$ cat config.mk
export PLATFORM = sky130hd
export DESIGN_NAME = xfw_walker
export DESIGN_NICKNAME = d
export VERILOG_FILES = /design/src/xfw_pkg.sv /design/src/xfw_walker.sv
export SDC_FILE = /design/constraint.sdc
export NUM_CORES = 1
export LEC_CHECK = 0
export BUFFER_PORTS_ARGS = -buffer_cell sky130_fd_sc_hd__buf_2
export CAP_MARGIN = 20
export CORE_MARGIN = 4
export CORE_UTILIZATION = 35
export DETAILED_ROUTE_END_ITERATION = 10
export GPL_TIMING_DRIVEN = 1
export PLACE_DENSITY = 0.53
export SKIP_CTS_REPAIR_TIMING = 1
export SLEW_MARGIN = 0
export SYNTH_ARGS = -nofsm -noshare
export SYNTH_HDL_FRONTEND = slang
export SYNTH_SLANG_ARGS = --single-unit
export TNS_END_PERCENT = 10
$ cat constraint.sdc
create_clock -name clk -period 3.8 [get_ports clk]
set_clock_uncertainty 0.2 [all_clocks]
set_input_delay 0.19 -clock clk [delete_from_list [all_inputs] [get_ports clk]]
set_output_delay 0.19 -clock clk [all_outputs]
set_load 0.01 [all_outputs]
$ cat src/xfw_pkg.sv
// ----------------------------------------------------------------------------
// xfw_pkg
// shared types and constants of the packet frame walker
// ----------------------------------------------------------------------------
`default_nettype none

package xfw_pkg;

  localparam int COUNT_W  = 14;   // frame count and frame index
  localparam int SIZE_W   = 16;   // reported frame size
  localparam int QUERY_W  = 14;   // query bit offset
  localparam int FIRST_W  = 16;   // biased first-frame offset, also compare width
  localparam int WIN_W    = 24;   // three-byte fetch window
  localparam int HC_W     = 6;    // header frame count field

  localparam logic [COUNT_W-1:0] COUNT_MAX = {COUNT_W{1'b1}};
  localparam logic [2:0]         META_XMA2 = 3'd1;

  // walk sequencer states
  typedef enum logic [7:0] {
    W_IDLE   = 8'b0000_0001,
    W_FETCH  = 8'b0000_0010,
    W_HEAD   = 8'b0000_0100,
    W_CHECK  = 8'b0000_1000,
    W_FRAME  = 8'b0001_0000,
    W_CONT   = 8'b0010_0000,
    W_FINISH = 8'b0100_0000,
    W_DONE   = 8'b1000_0000
  } walk_state_t;

  // result of one walk
  typedef struct packed {
    logic               mismatch;
    logic [SIZE_W-1:0]  size;
    logic [COUNT_W-1:0] frame;
    logic [COUNT_W-1:0] count;
  } walk_res_t;

  function automatic logic [COUNT_W-1:0] sat_inc(input logic [COUNT_W-1:0] c);
    logic [COUNT_W-1:0] r;
    r = (c == COUNT_MAX) ? COUNT_MAX : c + COUNT_W'(1);
    return r;
  endfunction

endpackage

`default_nettype wire

$ cat src/xfw_walker.sv
// ----------------------------------------------------------------------------
// xfw_walker
// header decode and frame chain walk over the packet store
// ----------------------------------------------------------------------------
`default_nettype none

module xfw_walker #(
  parameter int PACKET_BYTES       = 2048,
  parameter int FRAME_HEADER_BITS  = 15,
  parameter int PACKET_HEADER_BITS = 32
) (
  input  wire logic                              clk,
  input  wire logic                              rst_n,
  input  wire logic                              start,
  input  wire logic [xfw_pkg::QUERY_W-1:0]       query,
  output logic                                   rd_en,
  output logic      [$clog2(PACKET_BYTES)-1:0]   rd_addr,
  input  wire logic [7:0]                        rd_data,
  output logic                                   idle,
  output logic                                   done,
  input  wire logic                              take,
  output xfw_pkg::walk_res_t                     res
);

  localparam int ADDR_W      = $clog2(PACKET_BYTES);
  localparam int PACKET_BITS = PACKET_BYTES * 8;
  localparam int POS_W       = $clog2(PACKET_BITS + 1);
  localparam int FW          = xfw_pkg::FIRST_W;
  localparam int CW          = xfw_pkg::COUNT_W;
  localparam int WW          = xfw_pkg::WIN_W;

  localparam logic [FRAME_HEADER_BITS-1:0] HDR_ALL_ONES = {FRAME_HEADER_BITS{1'b1}};

  xfw_pkg::walk_state_t state_r, state_nxt, ret_r, ret_nxt;

  logic [1:0]                    fcnt_r, fcnt_nxt;
  logic [WW-1:0]                 win_r, win_nxt;
  logic [POS_W-1:0]              pos_r, pos_nxt;
  logic [xfw_pkg::QUERY_W-1:0]   query_r, query_nxt;
  logic [CW-1:0]                 count_r, count_nxt;
  logic [CW-1:0]                 frame_r, frame_nxt;
  logic [xfw_pkg::SIZE_W-1:0]    size_r, size_nxt;
  logic                          split_r, split_nxt;
  logic                          mismatch_r, mismatch_nxt;
  logic                          xma2_r, xma2_nxt;
  logic [xfw_pkg::HC_W-1:0]      hc_r, hc_nxt;

  logic [ADDR_W:0]               addr_sum;
  logic [WW-1:0]                 shifted;
  logic [FRAME_HEADER_BITS-1:0]  fs;
  logic [FW-1:0]                 remaining;
  logic [FW-1:0]                 first;
  logic [FW-1:0]                 pos_ext;
  logic [FW-1:0]                 query_ext;

  // fetch window: three bytes starting at the byte that holds pos
  assign addr_sum = (ADDR_W+1)'(pos_r >> 3) + (ADDR_W+1)'(fcnt_r);
  assign rd_addr  = (addr_sum >= (ADDR_W+1)'(PACKET_BYTES)) ? '0 : addr_sum[ADDR_W-1:0];
  assign rd_en    = (state_r == xfw_pkg::W_FETCH) && (fcnt_r != 2'd3);

  assign shifted   = win_r << pos_r[2:0];
  assign fs        = shifted[WW-1 -: FRAME_HEADER_BITS];
  assign pos_ext   = FW'(pos_r);
  assign query_ext = FW'(query_r);
  assign remaining = FW'(PACKET_BITS) - pos_ext;
  assign first     = FW'({win_r[17:16], win_r[15:8], win_r[7:3]}) + FW'(PACKET_HEADER_BITS);

  assign idle = (state_r == xfw_pkg::W_IDLE);
  assign done = (state_r == xfw_pkg::W_DONE);
  assign res  = '{mismatch: mismatch_r, size: size_r, frame: frame_r, count: count_r};

  always_comb begin
    state_nxt    = state_r;
    ret_nxt      = ret_r;
    fcnt_nxt     = fcnt_r;
    win_nxt      = win_r;
    pos_nxt      = pos_r;
    query_nxt    = query_r;
    count_nxt    = count_r;
    frame_nxt    = frame_r;
    size_nxt     = size_r;
    split_nxt    = split_r;
    mismatch_nxt = mismatch_r;
    xma2_nxt     = xma2_r;
    hc_nxt       = hc_r;
    unique case (state_r)
      xfw_pkg::W_IDLE: begin
        if (start) begin
          query_nxt = query;
          pos_nxt   = '0;
          fcnt_nxt  = '0;
          ret_nxt   = xfw_pkg::W_HEAD;
          state_nxt = xfw_pkg::W_FETCH;
        end
      end
      xfw_pkg::W_FETCH: begin
        if (fcnt_r != 2'd0) begin
          win_nxt = {win_r[WW-9:0], rd_data};
        end
        fcnt_nxt = fcnt_r + 2'd1;
        if (fcnt_r == 2'd3) begin
          state_nxt = ret_r;
        end
      end
      xfw_pkg::W_HEAD: begin
        // window holds bytes 0..2
        hc_nxt       = win_r[23:18];
        xma2_nxt     = (win_r[2:0] == xfw_pkg::META_XMA2);
        pos_nxt      = (first < FW'(PACKET_BITS)) ? POS_W'(first) : POS_W'(PACKET_BITS);
        count_nxt    = '0;
        split_nxt    = 1'b0;
        mismatch_nxt = 1'b0;
        if (query_ext < first) begin
          frame_nxt = '0;
          size_nxt  = first - query_ext;
        end else begin
          frame_nxt = '0;
          size_nxt  = '0;
        end
        state_nxt = xfw_pkg::W_CHECK;
      end
      xfw_pkg::W_CHECK: begin
        if (remaining < FW'(FRAME_HEADER_BITS)) begin
          split_nxt = (count_r != '0) && (remaining != '0);
          state_nxt = xfw_pkg::W_FINISH;
        end else begin
          fcnt_nxt  = '0;
          ret_nxt   = xfw_pkg::W_FRAME;
          state_nxt = xfw_pkg::W_FETCH;
        end
      end
      xfw_pkg::W_FRAME: begin
        if (fs == '0 || fs == HDR_ALL_ONES) begin
          state_nxt = xfw_pkg::W_FINISH;
        end else begin
          if (pos_ext == query_ext) begin
            frame_nxt = count_r;
            size_nxt  = xfw_pkg::SIZE_W'(fs);
          end
          count_nxt = xfw_pkg::sat_inc(count_r);
          if (FW'(fs) > remaining) begin
            state_nxt = xfw_pkg::W_FINISH;
          end else begin
            // step to the continuation bit at the frame's end
            pos_nxt   = POS_W'(pos_ext + FW'(fs) - FW'(1));
            fcnt_nxt  = '0;
            ret_nxt   = xfw_pkg::W_CONT;
            state_nxt = xfw_pkg::W_FETCH;
          end
        end
      end
      xfw_pkg::W_CONT: begin
        pos_nxt   = pos_r + POS_W'(1);
        state_nxt = shifted[WW-1] ? xfw_pkg::W_CHECK : xfw_pkg::W_FINISH;
      end
      xfw_pkg::W_FINISH: begin
        if (xma2_r) begin
          if (CW'(hc_r) > count_r) begin
            if (size_r == '0) begin
              frame_nxt = count_r;
            end
            count_nxt = CW'(hc_r);
          end else if (CW'(hc_r) != count_r) begin
            mismatch_nxt = 1'b1;
          end
        end else if (split_r) begin
          if (size_r == '0) begin
            frame_nxt = count_r;
          end
          count_nxt = xfw_pkg::sat_inc(count_r);
        end
        state_nxt = xfw_pkg::W_DONE;
      end
      xfw_pkg::W_DONE: begin
        if (take) begin
          state_nxt = xfw_pkg::W_IDLE;
        end
      end
      default: begin
        state_nxt = xfw_pkg::W_IDLE;
      end
    endcase
  end

  always_ff @(posedge clk) begin
    if (!rst_n) begin
      state_r <= xfw_pkg::W_IDLE;
      ret_r   <= xfw_pkg::W_HEAD;
      fcnt_r  <= '0;
      pos_r   <= '0;
      query_r <= '0;
      count_r <= '0;
      frame_r <= '0;
      size_r  <= '0;
    end else begin
      state_r <= state_nxt;
      ret_r   <= ret_nxt;
      fcnt_r  <= fcnt_nxt;
      pos_r   <= pos_nxt;
      query_r <= query_nxt;
      count_r <= count_nxt;
      frame_r <= frame_nxt;
      size_r  <= size_nxt;
    end
  end

  always_ff @(posedge clk) begin
    win_r      <= win_nxt;
    split_r    <= split_nxt;
    mismatch_r <= mismatch_nxt;
    xma2_r     <= xma2_nxt;
    hc_r       <= hc_nxt;
  end

endmodule

`default_nettype wire

[After elaboration in Yosys (flattened, before gate mapping)]
Index checks and enable logic that the tools add are counted.
Operators by class
  add/subtract/negate cells: 9
  order comparisons: 6
  shift operators: 1
  multiplexer cells: 47
  reduce and logical (&&, ||, !) cells: 26
  equal/unequal tests: 28
Operator list (count)
  $mux W14: 11
  $pmux W14 S3: 2
  $pmux W8 S8: 1
  $mux W15: 4
  $pmux W15 S4: 1
  $mux W8: 7
  $mux W16: 3
  $pmux W16 S2: 1
  $mux W7: 4
  $pmux W8 S3: 1
  $shl A24 B3 Y24: 1
  $ne A2 B2 Y1 const B: 10
  $add A15 B6 Y16 const B: 1
  $gt A15 B16 Y1: 1
  $logic_not A16 Y1: 1
  $lt A14 B16 Y1: 1
  $lt A16 B15 Y1 const B: 1
  $lt A16 B4 Y1 const B: 1
  $reduce_bool A16 Y1: 1
  $sub A15 B15 Y16 const A: 1
  $sub A16 B14 Y16: 1
  $add A15 B1 Y15 const B: 1
  $add A15 B15 Y15: 1
  $eq A15 B14 Y1: 1
  37 further kinds: 59
Storage, ports and cells
  input port bits: 26
  bits in registers: 124
  output and inout port bits: 59

[Longest topological paths before layout]
  word-level depth: 6
  depth in mapped cells: 19
  mapped depth without buffers: 17

[Least setup slack after synthesis]
No wires, ideal clock.
  path type: reg2reg
  from: register pos_r[10]
  to: register pos_r[13]
  slack: -340 ps
  data arrival time: 3849 ps
  cell stages (with the launch flop): 17
  path buffers: 2
  path through: dfxtp_1 -> clkbuf_1 -> or4_1 -> or4_1 -> or3_1 -> xor2_1 -> ha_1 -> nand3_1 -> or2_2 -> nor3_1 -> a21oi_1 -> o21ai_1 -> nand3_1 -> a21oi_1 -> buf_2 -> nor2_1 -> a311oi_1
Between the ends
  word-level cells in the longest chain between the ends: 5
  elaborated cells on any way between the ends: 10
  classes of those cells: 4 x add/sub; 1 x order compare; 1 x eq/ne; 3 x mux; 1 x reduce/logical
Ends and longest elaborated chain
  start: declaration: line xfw_walker.sv:38  | logic [POS_W-1:0] pos_r, pos_nxt;
  start signal: assignment: line xfw_walker.sv:199  | pos_r <= pos_nxt;
  $add A15 B15 Y15: line xfw_walker.sv:145  | pos_nxt = POS_W'(pos_ext + FW'(fs) - FW'(1));
  $sub A15 B1 Y15: line xfw_walker.sv:145
  $mux W15: line xfw_walker.sv:141  | if (FW'(fs) > remaining) begin
  $mux W15: line xfw_walker.sv:133  | if (fs == '0 || fs == HDR_ALL_ONES) begin
  $pmux W15 S4: line xfw_walker.sv:86  | unique case (state_r)
Parallel ways exist; a longest one is shown, timed or not. The select of a mux whose other input is x is not followed.
A chain may end at the register's enable or synchronous reset.

[Final worst setup path]
  from: register pos_r[6]
  to: register pos_r[13]
The elaborated chain is that of the path after synthesis.

==> metrics.csv <==
metric;value;unit
outcome;finished, violations left;
violations;negative setup slack;
synth_warnings;0;
firstDrtPassIters;7;
clkSinkCount;119;
avgSynthCellArea;8.470;µm²
drive_gt1_frac;0.2875;
drt-initial-drc-count;657;
grt_usage;0.2152;
hold_class;input pin to flop;
maxSlewViolCount;0;
die-height;172.3;µm
hold_path_end;query_r[12];
crit_start;pos_r[6];
crit_type;flop to flop;
final_util;0.4763;
areaGrowthSynthToFinish;32.43;%
seq_area;2719;µm²
maxSlewHeadroom;0.2789;
clk_root_buffer_cell;clkbuf_16;
avgViaCountPerCell;5.461;
final_cell_mix;buf_4, inv_1, nor2_1;
ff2ff_path_depth;16;
finalWorstSetupSlack;-0.2071;ns
ys_seq_area_frac;0.2870;
die_area;29700;µm²
ir_drop;304.1;µV
finalPower;8.253;mW
instances_no_fill;1695;
wl;32880;µm
r2r_setup_slack;-0.21;ns
worstReg2RegEnd;pos_r[13];
synth_nets;1217;
vias;9257;
routabilityCongestion;0.9314;
core_area;26280;µm²
synth_edf_count;33;
die_w;172.3;µm
fill_cells;2571;
drt-wirelength-per-cell;19.40;µm
power.density;659.2;nW/µm²
grt_pass1_wl;49520;µm
layout_min_cycle_time;4.007;ns
synth_area_leaders;dfxtp_1, edfxtp_1, ha_1;
syn_inst;1116;
synth_seq_cells;119;
placed_area;11290;µm²
r2r_start;pos_r[6];
grt_setup_unrepaired;true;
p_leak;5.357;nW
fp-row-count;59;
async_flop_share;0;
path_max_fanout;8;
ios;85;
cts_tree;yes;
whs;0.01620;ns
dp_worst_setup_slack;-0.4062;ns
cts_max_path_buffers;2;
synth_top_area_frac;0.1821;
fmaxAchievable;0.2496;GHz
dp.cells;1630;
clk_pin_slew_worst_paths;0.06;ns
min_path_cells;3;
clk-insertion-delay-late;0.42;ns
synth_top_flop_cell;dfxtp_1;
end_kind;flop;
hp-start;start;
cts_inserted_buffers;17;
synth_area;9453;µm²
cap_viol_max_count;0;
start_util;0.3597;
ys_types;87;
grt_max_degree;37;
dp_hpwl;24800;µm
num-nets-final;1448;
port_buffers;84;
tightest_slew;1.082;ns
cts.htree.levels;4;
antenna_found_initial;0;
hold_viol;0;
cp.arrival;4.15;ns
finalSetupTns;-2.641;ns
synth_largest_area_cell;dfxtp_1;
setup_viol;16;
fin_area;12520;µm²
detail-route-antenna-nets;0;
drc;0;
multi_input_area;6324;µm²
start_kind;flop;
crit_required;3.94;ns
grt_pass1_vias;9033;
grt-ovfl-total;0;
layout.cells.most_common;buf_4;
fin_crit_sh;1.055;
n_antenna_cell;0;
cells in the mapped netlist, types with 12 or more instances:
cell type / instances
mux2i_1: 34
o211a_1: 12
xnor2_1: 52
ha_1: 72
nand3_1: 44
edfxtp_1: 33
inv_1: 102
nor4_1: 15
xor2_1: 27
nor2_1: 101
nor3_1: 20
nand4_1: 17
clkbuf_1: 35
o21ai_0: 25
a21oi_1: 75
dfxtp_1: 86
or3_1: 14
nand2_1: 69
mux2_2: 14
a211oi_1: 21
cells by family after synthesis:
group	Yosys count	synth area share
buf+inv	164	0.07253
fa+ha+maj	75	0.1017
mux	51	0.05745
flops	119	0.2870
simple gates	354	0.1866
xor+xnor	79	0.07320
compound gates	274	0.2216
critical path, stage by stage, from the launching register on:
cell and delay, ns:
dfxtp_2 0.32, or4_4 0.55, buf_6 0.14, or3_4 0.33
or3_4 0.39, xnor2_2 0.14, ha_1 0.32, nand4_1 0.09
or2_4 0.26, nor3_4 0.18, a21oi_2 0.05, o21ai_2 0.08
nand3_2 0.13, a21oi_4 0.29, buf_12 0.18, nor2_4 0.03
a311oi_2 0.23
area by class of cell:
type	count	share of cell area
multi-input cells	833	0.5051
clock inverters	12	0.009795
well taps	335	0.03348
repair buffers	272	0.1632
flip-flops and latches	119	0.2172
clock buffers	20	0.03998
inverters	104	0.03118
flip-flops by register name, summed over array words and instances (netlist names):
name	cells
win_r	24
size_r	16
pos_r	15
count_r	14
frame_r	14
query_r	14
state_r	8
hc_r	6
ret_r	3
fcnt_r	2
mismatch_r	1
split_r	1
xma2_r	1
power breakdown:
group | switching [mW] | internal, mW
Sequential | 0.115 | 1.40
Clock | 0.708 | 1.04
Combinational | 2.65 | 2.35
Total | 3.47 | 4.78
routing by layer:
layer | track usage | part of all wire | vias up | wire [µm]
met1 | 0.2871 | 0.45 | 4408 | 14850
li1 | - | - | 4519 | -
met5 | 0 | 0 | - | 0
met3 | 0.04344 | 0.055 | 57 | 1798
met2 | 0.3522 | 0.47 | 273 | 15360
met4 | 0.06459 | 0.026 | 0 | 865
worst max path at each step:
stage	end	depth (start not counted)
CTS	pos_r[1]	18
global route	pos_r[13]	16
finish	pos_r[13]	16
floorplan	pos_r[10]	16
detailed placement	pos_r[1]	18
global placement	pos_r[12]	15
No activity file was read; power rests on OpenSTA's default activity.
